==> src/rtl/sift_pkg.sv <==
// Shared types, constants and codes for the stuffed information frame transmitter.
package sift_pkg;

    localparam int unsigned QUEUE_DEPTH = 4;
    localparam int unsigned QUEUE_AW    = $clog2(QUEUE_DEPTH);
    localparam int unsigned QUEUE_CW    = $clog2(QUEUE_DEPTH + 1);

    localparam logic [7:0] STUFF_FLAG = 8'h5e;
    localparam logic [7:0] STUFF_ESC  = 8'h5d;

    localparam logic [2:0] REG_FLAG       = 3'd0;
    localparam logic [2:0] REG_ESCAPE     = 3'd1;
    localparam logic [2:0] REG_ADDRESS    = 3'd2;
    localparam logic [2:0] REG_CTRL_SEQ0  = 3'd3;
    localparam logic [2:0] REG_CTRL_SEQ1  = 3'd4;
    localparam logic [2:0] REG_READY_ZERO = 3'd5;
    localparam logic [2:0] REG_READY_ONE  = 3'd6;

    localparam logic [7:0] RST_FLAG       = 8'h7e;
    localparam logic [7:0] RST_ESCAPE     = 8'h7d;
    localparam logic [7:0] RST_ADDRESS    = 8'h03;
    localparam logic [7:0] RST_CTRL_SEQ0  = 8'h00;
    localparam logic [7:0] RST_CTRL_SEQ1  = 8'h40;
    localparam logic [7:0] RST_READY_ZERO = 8'h05;
    localparam logic [7:0] RST_READY_ONE  = 8'h85;

    localparam logic MODE_PAYLOAD = 1'b0;
    localparam logic MODE_REPLY   = 1'b1;

    typedef struct packed {
        logic [7:0] flag;
        logic [7:0] escape;
        logic [7:0] address;
        logic [7:0] ctrl_seq0;
        logic [7:0] ctrl_seq1;
        logic [7:0] ready_zero;
        logic [7:0] ready_one;
    } cfg_t;

    typedef struct packed {
        logic       is_ack;
        logic       ack_ok;
        logic [7:0] data;
        logic       header;
        logic [7:0] ctrl;
        logic       last;
        logic [7:0] check;
    } cmd_t;

    typedef enum logic [3:0] {
        ST_START,
        ST_HDR_FLAG,
        ST_HDR_ADDR,
        ST_HDR_CTRL,
        ST_HDR_XOR,
        ST_DATA,
        ST_DATA_STUFF,
        ST_CHK,
        ST_CHK_STUFF,
        ST_CLOSE,
        ST_ACK
    } step_t;

endpackage

==> src/rtl/sift_front.sv <==
// Front end: accepts input transactions, tracks framing state and issues commands.
module sift_front (
    input  logic              aclk,
    input  logic              aresetn,
    input  sift_pkg::cfg_t    cfg,
    input  logic              in_valid,
    output logic              in_ready,
    input  logic              in_mode,
    input  logic [7:0]        in_data,
    input  logic              in_last,
    output logic              push,
    output sift_pkg::cmd_t    push_cmd,
    input  logic              queue_full
);

    logic       seq_reg, seq_next;
    logic       inside_reg, inside_next;
    logic [7:0] chk_reg, chk_next;
    logic [7:0] acc;
    logic [7:0] want;
    logic       ok;

    assign in_ready = !queue_full;
    assign push     = in_valid && !queue_full;

    assign acc  = (inside_reg ? chk_reg : 8'h00) ^ in_data;
    assign want = seq_reg ? cfg.ready_zero : cfg.ready_one;
    assign ok   = (in_data == want);

    always_comb begin
        push_cmd.is_ack = (in_mode == sift_pkg::MODE_REPLY);
        push_cmd.ack_ok = ok;
        push_cmd.data   = in_data;
        push_cmd.header = !inside_reg;
        push_cmd.ctrl   = seq_reg ? cfg.ctrl_seq1 : cfg.ctrl_seq0;
        push_cmd.last   = in_last;
        push_cmd.check  = acc;
    end

    always_comb begin
        seq_next    = seq_reg;
        inside_next = inside_reg;
        chk_next    = chk_reg;
        if (push) begin
            if (in_mode == sift_pkg::MODE_REPLY) begin
                seq_next = seq_reg ^ ok;
            end else if (in_last) begin
                inside_next = 1'b0;
                chk_next    = 8'h00;
            end else begin
                inside_next = 1'b1;
                chk_next    = acc;
            end
        end
    end

    always_ff @(posedge aclk) begin
        if (!aresetn) begin
            seq_reg    <= 1'b0;
            inside_reg <= 1'b0;
            chk_reg    <= 8'h00;
        end else begin
            seq_reg    <= seq_next;
            inside_reg <= inside_next;
            chk_reg    <= chk_next;
        end
    end

endmodule

==> src/rtl/sift_queue.sv <==
// Short command queue between the front end and the byte sequencer.
module sift_queue (
    input  logic           aclk,
    input  logic           aresetn,
    input  logic           push,
    input  sift_pkg::cmd_t push_cmd,
    output logic           full,
    input  logic           pop,
    output logic           head_valid,
    output sift_pkg::cmd_t head_cmd
);

    sift_pkg::cmd_t                    entry_reg [sift_pkg::QUEUE_DEPTH];
    logic [sift_pkg::QUEUE_AW-1:0]     wr_ptr_reg, wr_ptr_next;
    logic [sift_pkg::QUEUE_AW-1:0]     rd_ptr_reg, rd_ptr_next;
    logic [sift_pkg::QUEUE_CW-1:0]     count_reg, count_next;

    localparam logic [sift_pkg::QUEUE_CW-1:0] DEPTH_C = sift_pkg::QUEUE_CW'(sift_pkg::QUEUE_DEPTH);
    localparam logic [sift_pkg::QUEUE_AW-1:0] LAST_PTR =
        sift_pkg::QUEUE_AW'(sift_pkg::QUEUE_DEPTH - 1);

    assign full       = (count_reg == DEPTH_C);
    assign head_valid = (count_reg != '0);
    assign head_cmd   = entry_reg[rd_ptr_reg];

    always_comb begin
        wr_ptr_next = wr_ptr_reg;
        rd_ptr_next = rd_ptr_reg;
        count_next  = count_reg;
        if (push) begin
            wr_ptr_next = (wr_ptr_reg == LAST_PTR) ? '0 : wr_ptr_reg + 1'b1;
        end
        if (pop) begin
            rd_ptr_next = (rd_ptr_reg == LAST_PTR) ? '0 : rd_ptr_reg + 1'b1;
        end
        unique case ({push, pop})
            2'b10:   count_next = count_reg + 1'b1;
            2'b01:   count_next = count_reg - 1'b1;
            default: count_next = count_reg;
        endcase
    end

    always_ff @(posedge aclk) begin
        if (push) begin
            entry_reg[wr_ptr_reg] <= push_cmd;
        end
    end

    always_ff @(posedge aclk) begin
        if (!aresetn) begin
            wr_ptr_reg <= '0;
            rd_ptr_reg <= '0;
            count_reg  <= '0;
        end else begin
            wr_ptr_reg <= wr_ptr_next;
            rd_ptr_reg <= rd_ptr_next;
            count_reg  <= count_next;
        end
    end

`ifndef SYNTHESIS
    a_count_bound: assert property (@(posedge aclk) disable iff (!aresetn)
        count_reg <= DEPTH_C)
        else $error("queue count beyond depth");

    a_pop_nonempty: assert property (@(posedge aclk) disable iff (!aresetn)
        pop |-> head_valid)
        else $error("pop from empty queue");

    a_push_count: assert property (@(posedge aclk) disable iff (!aresetn)
        (push && !pop) |=> (count_reg == $past(count_reg) + 1'b1))
        else $error("push lost");
`endif

endmodule

==> src/rtl/sift_back.sv <==
// Byte sequencer: expands queued commands into line bytes and ack reports.
module sift_back (
    input  logic           aclk,
    input  logic           aresetn,
    input  sift_pkg::cfg_t cfg,
    input  logic           head_valid,
    input  sift_pkg::cmd_t head_cmd,
    output logic           pop,
    output logic           m_tvalid,
    input  logic           m_tready,
    output logic [7:0]     m_tdata,
    output logic [2:0]     m_tuser,
    output logic           m_tlast
);

    sift_pkg::step_t state_reg, state_next;
    sift_pkg::step_t step;

    logic       valid_reg, valid_next;
    logic [7:0] byte_reg;
    logic [2:0] user_reg;
    logic       last_reg;

    logic       fire;
    logic       data_stuff, chk_stuff;
    logic [7:0] data_code, chk_code;
    logic [7:0] emit_byte;
    logic       emit_line, emit_fend, emit_ack, emit_last;

    assign fire = head_valid && (!valid_reg || m_tready);

    assign data_stuff = (head_cmd.data == cfg.flag) || (head_cmd.data == cfg.escape);
    assign chk_stuff  = (head_cmd.check == cfg.flag) || (head_cmd.check == cfg.escape);
    assign data_code  = (head_cmd.data == cfg.flag) ? sift_pkg::STUFF_FLAG : sift_pkg::STUFF_ESC;
    assign chk_code   = (head_cmd.check == cfg.flag) ? sift_pkg::STUFF_FLAG : sift_pkg::STUFF_ESC;

    always_comb begin
        if (state_reg != sift_pkg::ST_START) begin
            step = state_reg;
        end else if (head_cmd.is_ack) begin
            step = sift_pkg::ST_ACK;
        end else if (head_cmd.header) begin
            step = sift_pkg::ST_HDR_FLAG;
        end else begin
            step = sift_pkg::ST_DATA;
        end
    end

    // next step
    always_comb begin
        state_next = state_reg;
        if (fire) begin
            unique case (step)
                sift_pkg::ST_HDR_FLAG:   state_next = sift_pkg::ST_HDR_ADDR;
                sift_pkg::ST_HDR_ADDR:   state_next = sift_pkg::ST_HDR_CTRL;
                sift_pkg::ST_HDR_CTRL:   state_next = sift_pkg::ST_HDR_XOR;
                sift_pkg::ST_HDR_XOR:    state_next = sift_pkg::ST_DATA;
                sift_pkg::ST_DATA: begin
                    if (data_stuff) begin
                        state_next = sift_pkg::ST_DATA_STUFF;
                    end else begin
                        state_next = head_cmd.last ? sift_pkg::ST_CHK : sift_pkg::ST_START;
                    end
                end
                sift_pkg::ST_DATA_STUFF:
                    state_next = head_cmd.last ? sift_pkg::ST_CHK : sift_pkg::ST_START;
                sift_pkg::ST_CHK:
                    state_next = chk_stuff ? sift_pkg::ST_CHK_STUFF : sift_pkg::ST_CLOSE;
                sift_pkg::ST_CHK_STUFF:  state_next = sift_pkg::ST_CLOSE;
                default:                 state_next = sift_pkg::ST_START;
            endcase
        end
    end

    // byte and flags for the current step
    always_comb begin
        emit_byte = head_cmd.data;
        emit_line = 1'b1;
        emit_fend = 1'b0;
        emit_ack  = 1'b0;
        emit_last = 1'b0;
        unique case (step)
            sift_pkg::ST_HDR_FLAG:   emit_byte = cfg.flag;
            sift_pkg::ST_HDR_ADDR:   emit_byte = cfg.address;
            sift_pkg::ST_HDR_CTRL:   emit_byte = head_cmd.ctrl;
            sift_pkg::ST_HDR_XOR:    emit_byte = cfg.address ^ head_cmd.ctrl;
            sift_pkg::ST_DATA: begin
                emit_byte = data_stuff ? cfg.escape : head_cmd.data;
                emit_last = !data_stuff && !head_cmd.last;
            end
            sift_pkg::ST_DATA_STUFF: begin
                emit_byte = data_code;
                emit_last = !head_cmd.last;
            end
            sift_pkg::ST_CHK:        emit_byte = chk_stuff ? cfg.escape : head_cmd.check;
            sift_pkg::ST_CHK_STUFF:  emit_byte = chk_code;
            sift_pkg::ST_CLOSE: begin
                emit_byte = cfg.flag;
                emit_fend = 1'b1;
                emit_last = 1'b1;
            end
            sift_pkg::ST_ACK: begin
                emit_byte = head_cmd.data;
                emit_line = 1'b0;
                emit_ack  = head_cmd.ack_ok;
                emit_last = 1'b1;
            end
            default: emit_byte = head_cmd.data;
        endcase
    end

    assign pop        = fire && emit_last;
    assign valid_next = fire || (valid_reg && !m_tready);

    always_ff @(posedge aclk) begin
        if (fire) begin
            byte_reg <= emit_byte;
            user_reg <= {emit_ack, emit_fend, emit_line};
            last_reg <= emit_last;
        end
    end

    always_ff @(posedge aclk) begin
        if (!aresetn) begin
            state_reg <= sift_pkg::ST_START;
            valid_reg <= 1'b0;
        end else begin
            state_reg <= state_next;
            valid_reg <= valid_next;
        end
    end

    assign m_tvalid = valid_reg;
    assign m_tdata  = byte_reg;
    assign m_tuser  = user_reg;
    assign m_tlast  = last_reg;

endmodule

==> src/rtl/stuffed_info_frame_transmitter.sv <==
// Top level of the stuffed information frame transmitter.
//
// Input stream s_*: s_tdata holds a payload byte or a received reply control
// byte, s_tuser[0] is the mode (0 payload, 1 reply), s_tlast marks the final
// payload byte of a frame. Output stream m_*: one line byte or ack report per
// transaction; m_tlast marks the last result caused by an input transaction.
// Configuration channel cfg_*: index 0..6 selects flag, escape, address,
// control for sequence 0 and 1, receive-ready zero and one; write only idle.
// The first result of an input is registered in the command queue and then in the
// output register before it is presented on m_tvalid.
// Throughput: the sequencer emits one byte per cycle while the receiver takes
// them; an input yields 1 to 9 results (header, stuffing, check byte and closing flag).
// A four-entry command queue lets the input side accept one transaction per
// cycle while the sequencer works or the receiver stalls; when it is full,
// s_tready drops. A stalled output holds its data until taken.
// Reset clears framing state, sequence bit, queue and output valid, and
// restores the default register values.
module stuffed_info_frame_transmitter (
    input  logic       aclk,
    input  logic       aresetn,
    input  logic       s_tvalid,
    output logic       s_tready,
    input  logic [7:0] s_tdata,   // [7:0] data_byte
    input  logic [0:0] s_tuser,   // [0] mode
    input  logic       s_tlast,
    output logic       m_tvalid,
    input  logic       m_tready,
    output logic [7:0] m_tdata,   // [7:0] out_byte
    output logic [2:0] m_tuser,   // [0] is_line_byte, [1] frame_end, [2] ack_accepted
    output logic       m_tlast,
    input  logic       cfg_valid,
    output logic       cfg_ready,
    input  logic [2:0] cfg_index,
    input  logic [7:0] cfg_data
);

    sift_pkg::cfg_t cfg_reg, cfg_next;
    sift_pkg::cmd_t push_cmd, head_cmd;
    logic           push, pop, queue_full, head_valid;

    assign cfg_ready = 1'b1;

    always_comb begin
        cfg_next = cfg_reg;
        if (cfg_valid) begin
            unique case (cfg_index)
                sift_pkg::REG_FLAG:       cfg_next.flag       = cfg_data;
                sift_pkg::REG_ESCAPE:     cfg_next.escape     = cfg_data;
                sift_pkg::REG_ADDRESS:    cfg_next.address    = cfg_data;
                sift_pkg::REG_CTRL_SEQ0:  cfg_next.ctrl_seq0  = cfg_data;
                sift_pkg::REG_CTRL_SEQ1:  cfg_next.ctrl_seq1  = cfg_data;
                sift_pkg::REG_READY_ZERO: cfg_next.ready_zero = cfg_data;
                sift_pkg::REG_READY_ONE:  cfg_next.ready_one  = cfg_data;
                default:                  cfg_next = cfg_reg;
            endcase
        end
    end

    always_ff @(posedge aclk) begin
        if (!aresetn) begin
            cfg_reg.flag       <= sift_pkg::RST_FLAG;
            cfg_reg.escape     <= sift_pkg::RST_ESCAPE;
            cfg_reg.address    <= sift_pkg::RST_ADDRESS;
            cfg_reg.ctrl_seq0  <= sift_pkg::RST_CTRL_SEQ0;
            cfg_reg.ctrl_seq1  <= sift_pkg::RST_CTRL_SEQ1;
            cfg_reg.ready_zero <= sift_pkg::RST_READY_ZERO;
            cfg_reg.ready_one  <= sift_pkg::RST_READY_ONE;
        end else begin
            cfg_reg <= cfg_next;
        end
    end

    sift_front u_front (
        .aclk       (aclk),
        .aresetn    (aresetn),
        .cfg        (cfg_reg),
        .in_valid   (s_tvalid),
        .in_ready   (s_tready),
        .in_mode    (s_tuser[0]),
        .in_data    (s_tdata),
        .in_last    (s_tlast),
        .push       (push),
        .push_cmd   (push_cmd),
        .queue_full (queue_full)
    );

    sift_queue u_queue (
        .aclk       (aclk),
        .aresetn    (aresetn),
        .push       (push),
        .push_cmd   (push_cmd),
        .full       (queue_full),
        .pop        (pop),
        .head_valid (head_valid),
        .head_cmd   (head_cmd)
    );

    sift_back u_back (
        .aclk       (aclk),
        .aresetn    (aresetn),
        .cfg        (cfg_reg),
        .head_valid (head_valid),
        .head_cmd   (head_cmd),
        .pop        (pop),
        .m_tvalid   (m_tvalid),
        .m_tready   (m_tready),
        .m_tdata    (m_tdata),
        .m_tuser    (m_tuser),
        .m_tlast    (m_tlast)
    );

`ifndef SYNTHESIS
    a_fend_closes: assert property (@(posedge aclk) disable iff (!aresetn)
        (m_tvalid && m_tuser[1]) |-> (m_tuser[0] && m_tlast))
        else $error("closing flag without line byte or run end");

    a_ack_single: assert property (@(posedge aclk) disable iff (!aresetn)
        (m_tvalid && !m_tuser[0]) |-> (m_tlast && !m_tuser[1]))
        else $error("ack report not a single result");

    a_ack_flag: assert property (@(posedge aclk) disable iff (!aresetn)
        (m_tvalid && m_tuser[2]) |-> !m_tuser[0])
        else $error("ack accepted on a line byte");
`endif

endmodule

==> config.mk <==
export PLATFORM = sky130hd
export DESIGN_NAME = stuffed_info_frame_transmitter
export DESIGN_NICKNAME = d
export VERILOG_FILES = /design/src/rtl/sift_pkg.sv /design/src/rtl/sift_front.sv /design/src/rtl/sift_queue.sv /design/src/rtl/sift_back.sv /design/src/rtl/stuffed_info_frame_transmitter.sv
export SDC_FILE = /design/constraint.sdc
export NUM_CORES = 1
export LEC_CHECK = 0
export ABC_AREA = 1
export BUFFER_PORTS_ARGS = -buffer_cell sky130_fd_sc_hd__buf_2
export CELL_PAD_IN_SITES_DETAIL_PLACEMENT = 0
export CELL_PAD_IN_SITES_GLOBAL_PLACEMENT = 2
export CORE_MARGIN = 2
export CORE_UTILIZATION = 41
export CTS_BUF_LIST = sky130_fd_sc_hd__clkbuf_16
export DETAILED_ROUTE_END_ITERATION = 16
export GPL_TIMING_DRIVEN = 1
export PLACE_DENSITY_LB_ADDON = 0.1
export SYNTH_ARGS = -nofsm -noshare
export SYNTH_HDL_FRONTEND = slang
export SYNTH_SLANG_ARGS = --single-unit
export TNS_END_PERCENT = 20
==> constraint.sdc <==
create_clock -name aclk -period 5.8 [get_ports aclk]
set_input_delay 1.16 -clock aclk [delete_from_list [all_inputs] [get_ports aclk]]
set_output_delay 1.16 -clock aclk [all_outputs]
set_load 0.1 [all_outputs]
# == Yosys cells after proc, flatten, opt, wreduce, memory -nomap -nowiden ==
# Memories as Yosys holds them, arrays and structs flattened. A register that Yosys moved wholly into a read port is not among the register bits.
# Index checks and enable logic that the tools add are counted.
# classes
n_bitwise,4
n_lt_le_gt_ge,0
add_sub_neg,4
div_mod_pow,0
mul,0
n_shift,0
n_mux,27
n_reduce_logical,30
eq_ne,26
# op_table
op,count
$pmux 8 s8,1
$mux 8,6
$eq 8x8->1,5
$pmux 4 s8,1
$reduce_and 2->1,9
$eq 4x3->1 const B,4
$xor 8x8->8,2
$eq 3x3->1 const B,4
$eq 4x4->1 const B,3
$mux 2,6
$mux 4,3
$eq 4x2->1 const B,2
$eq 2x2->1 const B,3
$eq 3x2->1 const B,2
$logic_not 1->1,6
$mux 1,6
$mux 3,2
$pmux 3 s2,1
$logic_and 1x1->1,5
$add 2x1->2 const B,2
$eq 4x1->1 const B,1
$logic_or 1x1->1,4
$reduce_bool 4->1,1
$reduce_or 2->1,2
other kinds (10),10
# word_totals
mem_bits_ro,0
mem_bits_rw,112
reg_bits,90
latch_bits,0
memories,1
# memory_table
memory,words,width,read_ports,rd_ports_with_merged_regs,wr,line,text
u_queue.entry_reg,4,28,1,1,1,sift_queue.sv:13,sift_pkg::cmd_t entry_reg [sift_pkg::QUEUE_DEPTH];

# == Longest topological paths before layout ==
# depth
word_depth,9
mapped_depth,20
depth_no_buf,19

# == By module ==
# A second synthesis with hierarchy kept.
# hier_totals
cells_unflattened,1167
area_unflattened_um2,9977.1
# by_module_without_submodules
module,cells_each,area_each_um2,seq_area_each_um2,n_inst
sift_queue,331,4616.9,3543.4,1
stuffed_info_frame_transmitter,309,2245.9,1121.1,1
sift_back,346,2113.3,460.4,1
sift_front,181,1001.0,200.2,1

# == Worst setup path after synthesis ==
# Ideal clock, no wire load.
# synth_timing
kind,input to register
from,input port m_tready
to,register u_queue.count_reg[2] (netlist bit)
arrival_ns,3.358
cell_stages,11
slack_ns,2.320
required_time_ns,5.678
setup_time_ns,0.122
path_cell_list,nor2_1 nor2_1 inv_1 a21oi_1 ha_1 inv_1 fa_1 a21oi_1 o21ai_0 o21ai_0 a21oi_1
# synth_between
elab_chain_len,5
# synth_rtl
element,line,text
start: declaration,stuffed_info_frame_transmitter.sv:27,"input logic m_tready,"
$logic_or 1x1->1 *,sift_back.sv:30,assign fire = head_valid && (!valid_reg || m_tready);
$logic_and 1x1->1 *,sift_back.sv:30,
named net u_back.fire,sift_back.sv:24,logic fire;
$logic_and 1x1->1 *,sift_back.sv:112,assign pop = fire && emit_last;
named net pop,stuffed_info_frame_transmitter.sv:39,"logic push, pop, queue_full, head_valid;"
$eq 2x1->1 / $eq 2x2->1 (equally long branches),sift_queue.sv:36,"unique case ({push, pop})"
$pmux 3 s2 / $reduce_bool 2->1 (equally long branches),n/a,
end signal: assignment,sift_queue.sv:57,count_reg <= count_next;
end: declaration,sift_queue.sv:16,"logic [sift_pkg::QUEUE_CW-1:0] count_reg, count_next;"
# The timed path passes the listed nets; every way through them passes the cells marked *.
# A chain may end at the register's enable or synchronous reset.

==> metrics.csv <==
stage,metric,value,unit
timing,Finish-stage setup viols,0,
hold_path,hold path start,cfg_reg[0]$_SDFFE_PN1P_,
die,Top Ports,41,
timing,Max Slew Vio Count,0,
cts,Sink Count,204,
critical_path,WP depth,17,
critical_path,CP Cell Sequence,buf_4 > inv_2 > nand3_2 > nand2_1 > nand3_1 > nand2_2 > nand3_2 > inv_2 > nand4_1 > a21oi_1 > ha_1 > inv_1 > fa_1 > a21oi_1 > o21ai_0 > o21ai_0 > a21oi_1,
power,peak supply drop,0.000317,V
critical_path,worst path required time,6.22,ns
cts,Hold Buf Count CTS,0,
cells_and_area,layout cells sized above 1,0.112,
cells_and_area,Synth-to-Final Area Change,13.6,%
drt,DRT iter0 DRCs,440,
timing,Tmin final,3.45,ns
grt,global-route usage over all layers,0.231,
synth,"EDFF count, synth",124,
timing,slew of the pin with the lowest slew margin,1.07,ns
timing,final hold slack,0.456,ns
timing,maximum clock rate,0.290,GHz
critical_path,slowest CP cell,inv_2,
synth,fraction of registers with async set/reset,0,
grt,initial antenna violation count,1,
synth,syn nets,1155,
drt,routed wire length,27200,um
timing,relative slew slack,0.285,
timing,fin crit share,0.594,
critical_path,Worst path top cell family by delay,buffers and inverters,
cts,Worst-path clk slew,0.07,ns
grt,vias in the first global route,7259,
cts,CTS Root Cell,clkbuf_16,
place,routability cong.,0.870,
grt,largest net degree at the start of global routing,66,
critical_path,critical path startpoint category,flop,
run,max-cap violation count,0,
drt,First-pass DRT Iterations,5,
power,Clk pwr share,0.264,
grt,first-pass GRT wire length,42800,um
timing,setup TNS,0,ns
timing,count of final hold-check violations,0,
critical_path,CP Capture Type,flop,
cts,post-CTS setup buffers,0,
synth,synthesized cell area,9590,um^2
cts,CTS tree,yes,
power,sequential share of power,0.308,
power,LEAKAGE,4.60,nW
hold_path,Hold Path Cell Cnt,2,
critical_path,"reg-to-reg slack, setup",2.35,ns
place,Port Buf Inserts,39,
die,Die Wd,157,um
die,die height,157,um
die,die area,24600,um^2
critical_path,r2r worst-path depth,17,
critical_path,CP max stage delay,0.52,ns
cells_and_area,Post-Layout Cell Count,1492,
hold_path,Hold/Removal Path Class,reg2reg,
cts,cts repair resizes,0,
drt,WL per Instance,18.2,um
synth,Mapped Cells,1122,
grt,total gr overflow,0,
cts,Bufs on Longest Clock Path,3,
drt,via count,7462,
power,PwrDens,549,nW/um^2
critical_path,critical setup path kind,reg2reg,
critical_path,critical-path maximum fanout,29,
drt,Antenna Violating Nets Remaining,0,
cts,insertion delay to the later sink of the worst-skew pair,0.53,ns
power,Int Power,3.39,mW
synth,Most used DFF post-synth,edfxtp_1,
power,Switching Share,0.432,
cts,H-tree depth,1,
cells_and_area,post-layout util,0.478,
critical_path,Critical Path AT,3.86,ns
timing,RSZ-0062 raised after global routing,no,
synth,number of synthesized register bits,204,
cts,Num CTS Buffers,23,
cells_and_area,nets,1194,
hold_path,hold path endpoint,cfg_reg[0]$_SDFFE_PN1P_,
critical_path,Reg2Reg Capture Point,u_queue.count_reg[2]$_SDFFE_PN0P_,
synth,top-area cell type share of the netlist area,0.388,
die,Initial Utilization,0.421,
synth,post-synthesis sequential area ratio,0.556,
status,status,"finished, final reports clean",
critical_path,CP bufs+invs,4,
synth,"top cells by area, synth","edfxtp_1 39%, dfxtp_1 17%, nand2_1 14%, nand3_1 5.2%, nor2_1 5.1%",
synth,Post-Syn Area per Cell,8.54,um^2
critical_path,Crit path top cell by count,a21oi_1,
die,# rows,55,
drt,# DRC,0,
synth,Yosys warnings,0,
timing,clock skew,0.0129,ns
drt,post-DR vias/cell,5.00,
cells_and_area,Largest register FFs,112,
power,Comb pwr share,0.428,
place,DPL Wire Length,18500,um
die,core area,22800,um^2
synth,Netlist cell types,38,
power,switching pwr,2.58,mW
place,placed cells,1449,
synth,cell taking the most area after synthesis,edfxtp_1,
placed cells by master (no fill, tap or decap), drive strengths merged:
cell | Yosys | layout
dfxtp | 80 | 80
o21bai | 1 | 1
clkinv | 3 | 12
ha | 6 | 6
nand3b | 1 | 1
nor2 | 138 | 138
xnor2 | 9 | 9
inv | 94 | 96
bufinv | 0 | 5
o22a | 4 | 4
xor2 | 13 | 13
o22ai | 2 | 2
edfxtp | 124 | 124
clkinvlp | 0 | 3
clkbuf | 17 | 23
nand3 | 108 | 108
nor4 | 1 | 1
nor3 | 4 | 4
conb | 1 | 1
diode | 0 | 1
or2 | 2 | 2
nand2 | 357 | 357
o211ai | 23 | 23
a211oi | 1 | 1
a32oi | 1 | 1
fa | 1 | 1
a32o | 1 | 1
nand4 | 10 | 10
a21oi | 35 | 35
o21ai | 67 | 67
buf | 18 | 49
per-stage QoR:
| stage | area, um^2 | setup WS, ns | power [mW] |
|---|---|---|---|
| global route | 10900 | 1.99 | 6.40 |
| detailed placement | 10100 | 2.35 | 4.43 |
| floorplan | 9590 | 2.32 | 3.78 |
| global placement | 10100 | 2.37 | 4.44 |
| finish | 10900 | 2.35 | 5.98 |
| CTS | 10900 | 2.32 | 6.02 |
routing by layer:
metal / share of wire / global-route usage
met2: 0.47 / 0.385
met5: 0 / 0
met1: 0.45 / 0.312
met4: 0.026 / 0.0668
met3: 0.050 / 0.0366
Yosys cell counts (all sizes together) (3+ instances only):
cell    number
clkinv       3
inv         94
a21oi       35
ha           6
o21ai       67
buf         18
o211ai      23
nand2      357
clkbuf      17
nor3         4
o22a         4
nand4       10
nor2       138
nand3      108
dfxtp       80
xnor2        9
edfxtp     124
xor2        13
worst register-to-register path, stage by stage, from the launching register on:
cell and delay [ns]:
dfxtp_1 0.31, buf_4 0.21, inv_2 0.52, nand3_2 0.17, nand2_1 0.10, nand3_1 0.11
nand2_2 0.19, nand3_2 0.13, inv_2 0.17, nand4_1 0.19, a21oi_1 0.18, ha_1 0.15
inv_1 0.07, fa_1 0.37, a21oi_1 0.14, o21ai_0 0.11, o21ai_0 0.15, a21oi_1 0.05
worst max-delay path by stage:
stage                                                   end  startpoint  slack (ns)
after floorplan           u_queue.count_reg[2]$_SDFFE_PN0P_    m_tready        2.32
after global placement    u_queue.count_reg[2]$_SDFFE_PN0P_        flop        2.37
after detailed placement  u_queue.count_reg[2]$_SDFFE_PN0P_        flop        2.35
after CTS                 u_queue.count_reg[2]$_SDFFE_PN0P_        flop        2.32
after global routing      u_queue.count_reg[2]$_SDFFE_PN0P_        flop        1.99
final                     u_queue.count_reg[2]$_SDFFE_PN0P_        flop        2.35
kinds of logic (layout without fill, tap and decap cells):
logic type,count (synthesis),in the layout,share of synthesized area
fa+ha+maj,7,7,0.00992
flops,204,204,0.556
buf+inv,132,188,0.0602
compound gates,135,135,0.0813
xor+xnor,22,22,0.0201
simple gates,621,621,0.273
other cells,1,2,0.000391
power by group through the flow:
stage	Clock, mW	Combinational (mW)	Sequential, mW
6_report	1.58	2.56	1.84
5_1_grt	1.66	2.88	1.86
4_1_cts	1.61	2.57	1.84
3_5_place_dp	0	2.56	1.87
3_3_place_gp	0	2.57	1.87
2_1_floorplan	0	1.59	2.20
layout make-up:
class / count / area, um^2
diodes: 1 / 2.50
clock buffers: 23 / 576
well taps: 313 / 392
inverters: 97 / 364
repair buffers: 49 / 270
flip-flops and latches: 204 / 5330
clock inverters: 19 / 245
fillers: 2240 / 11900
multi-input cells: 786 / 3710
Note: power is estimated with default switching activity, not from simulation.
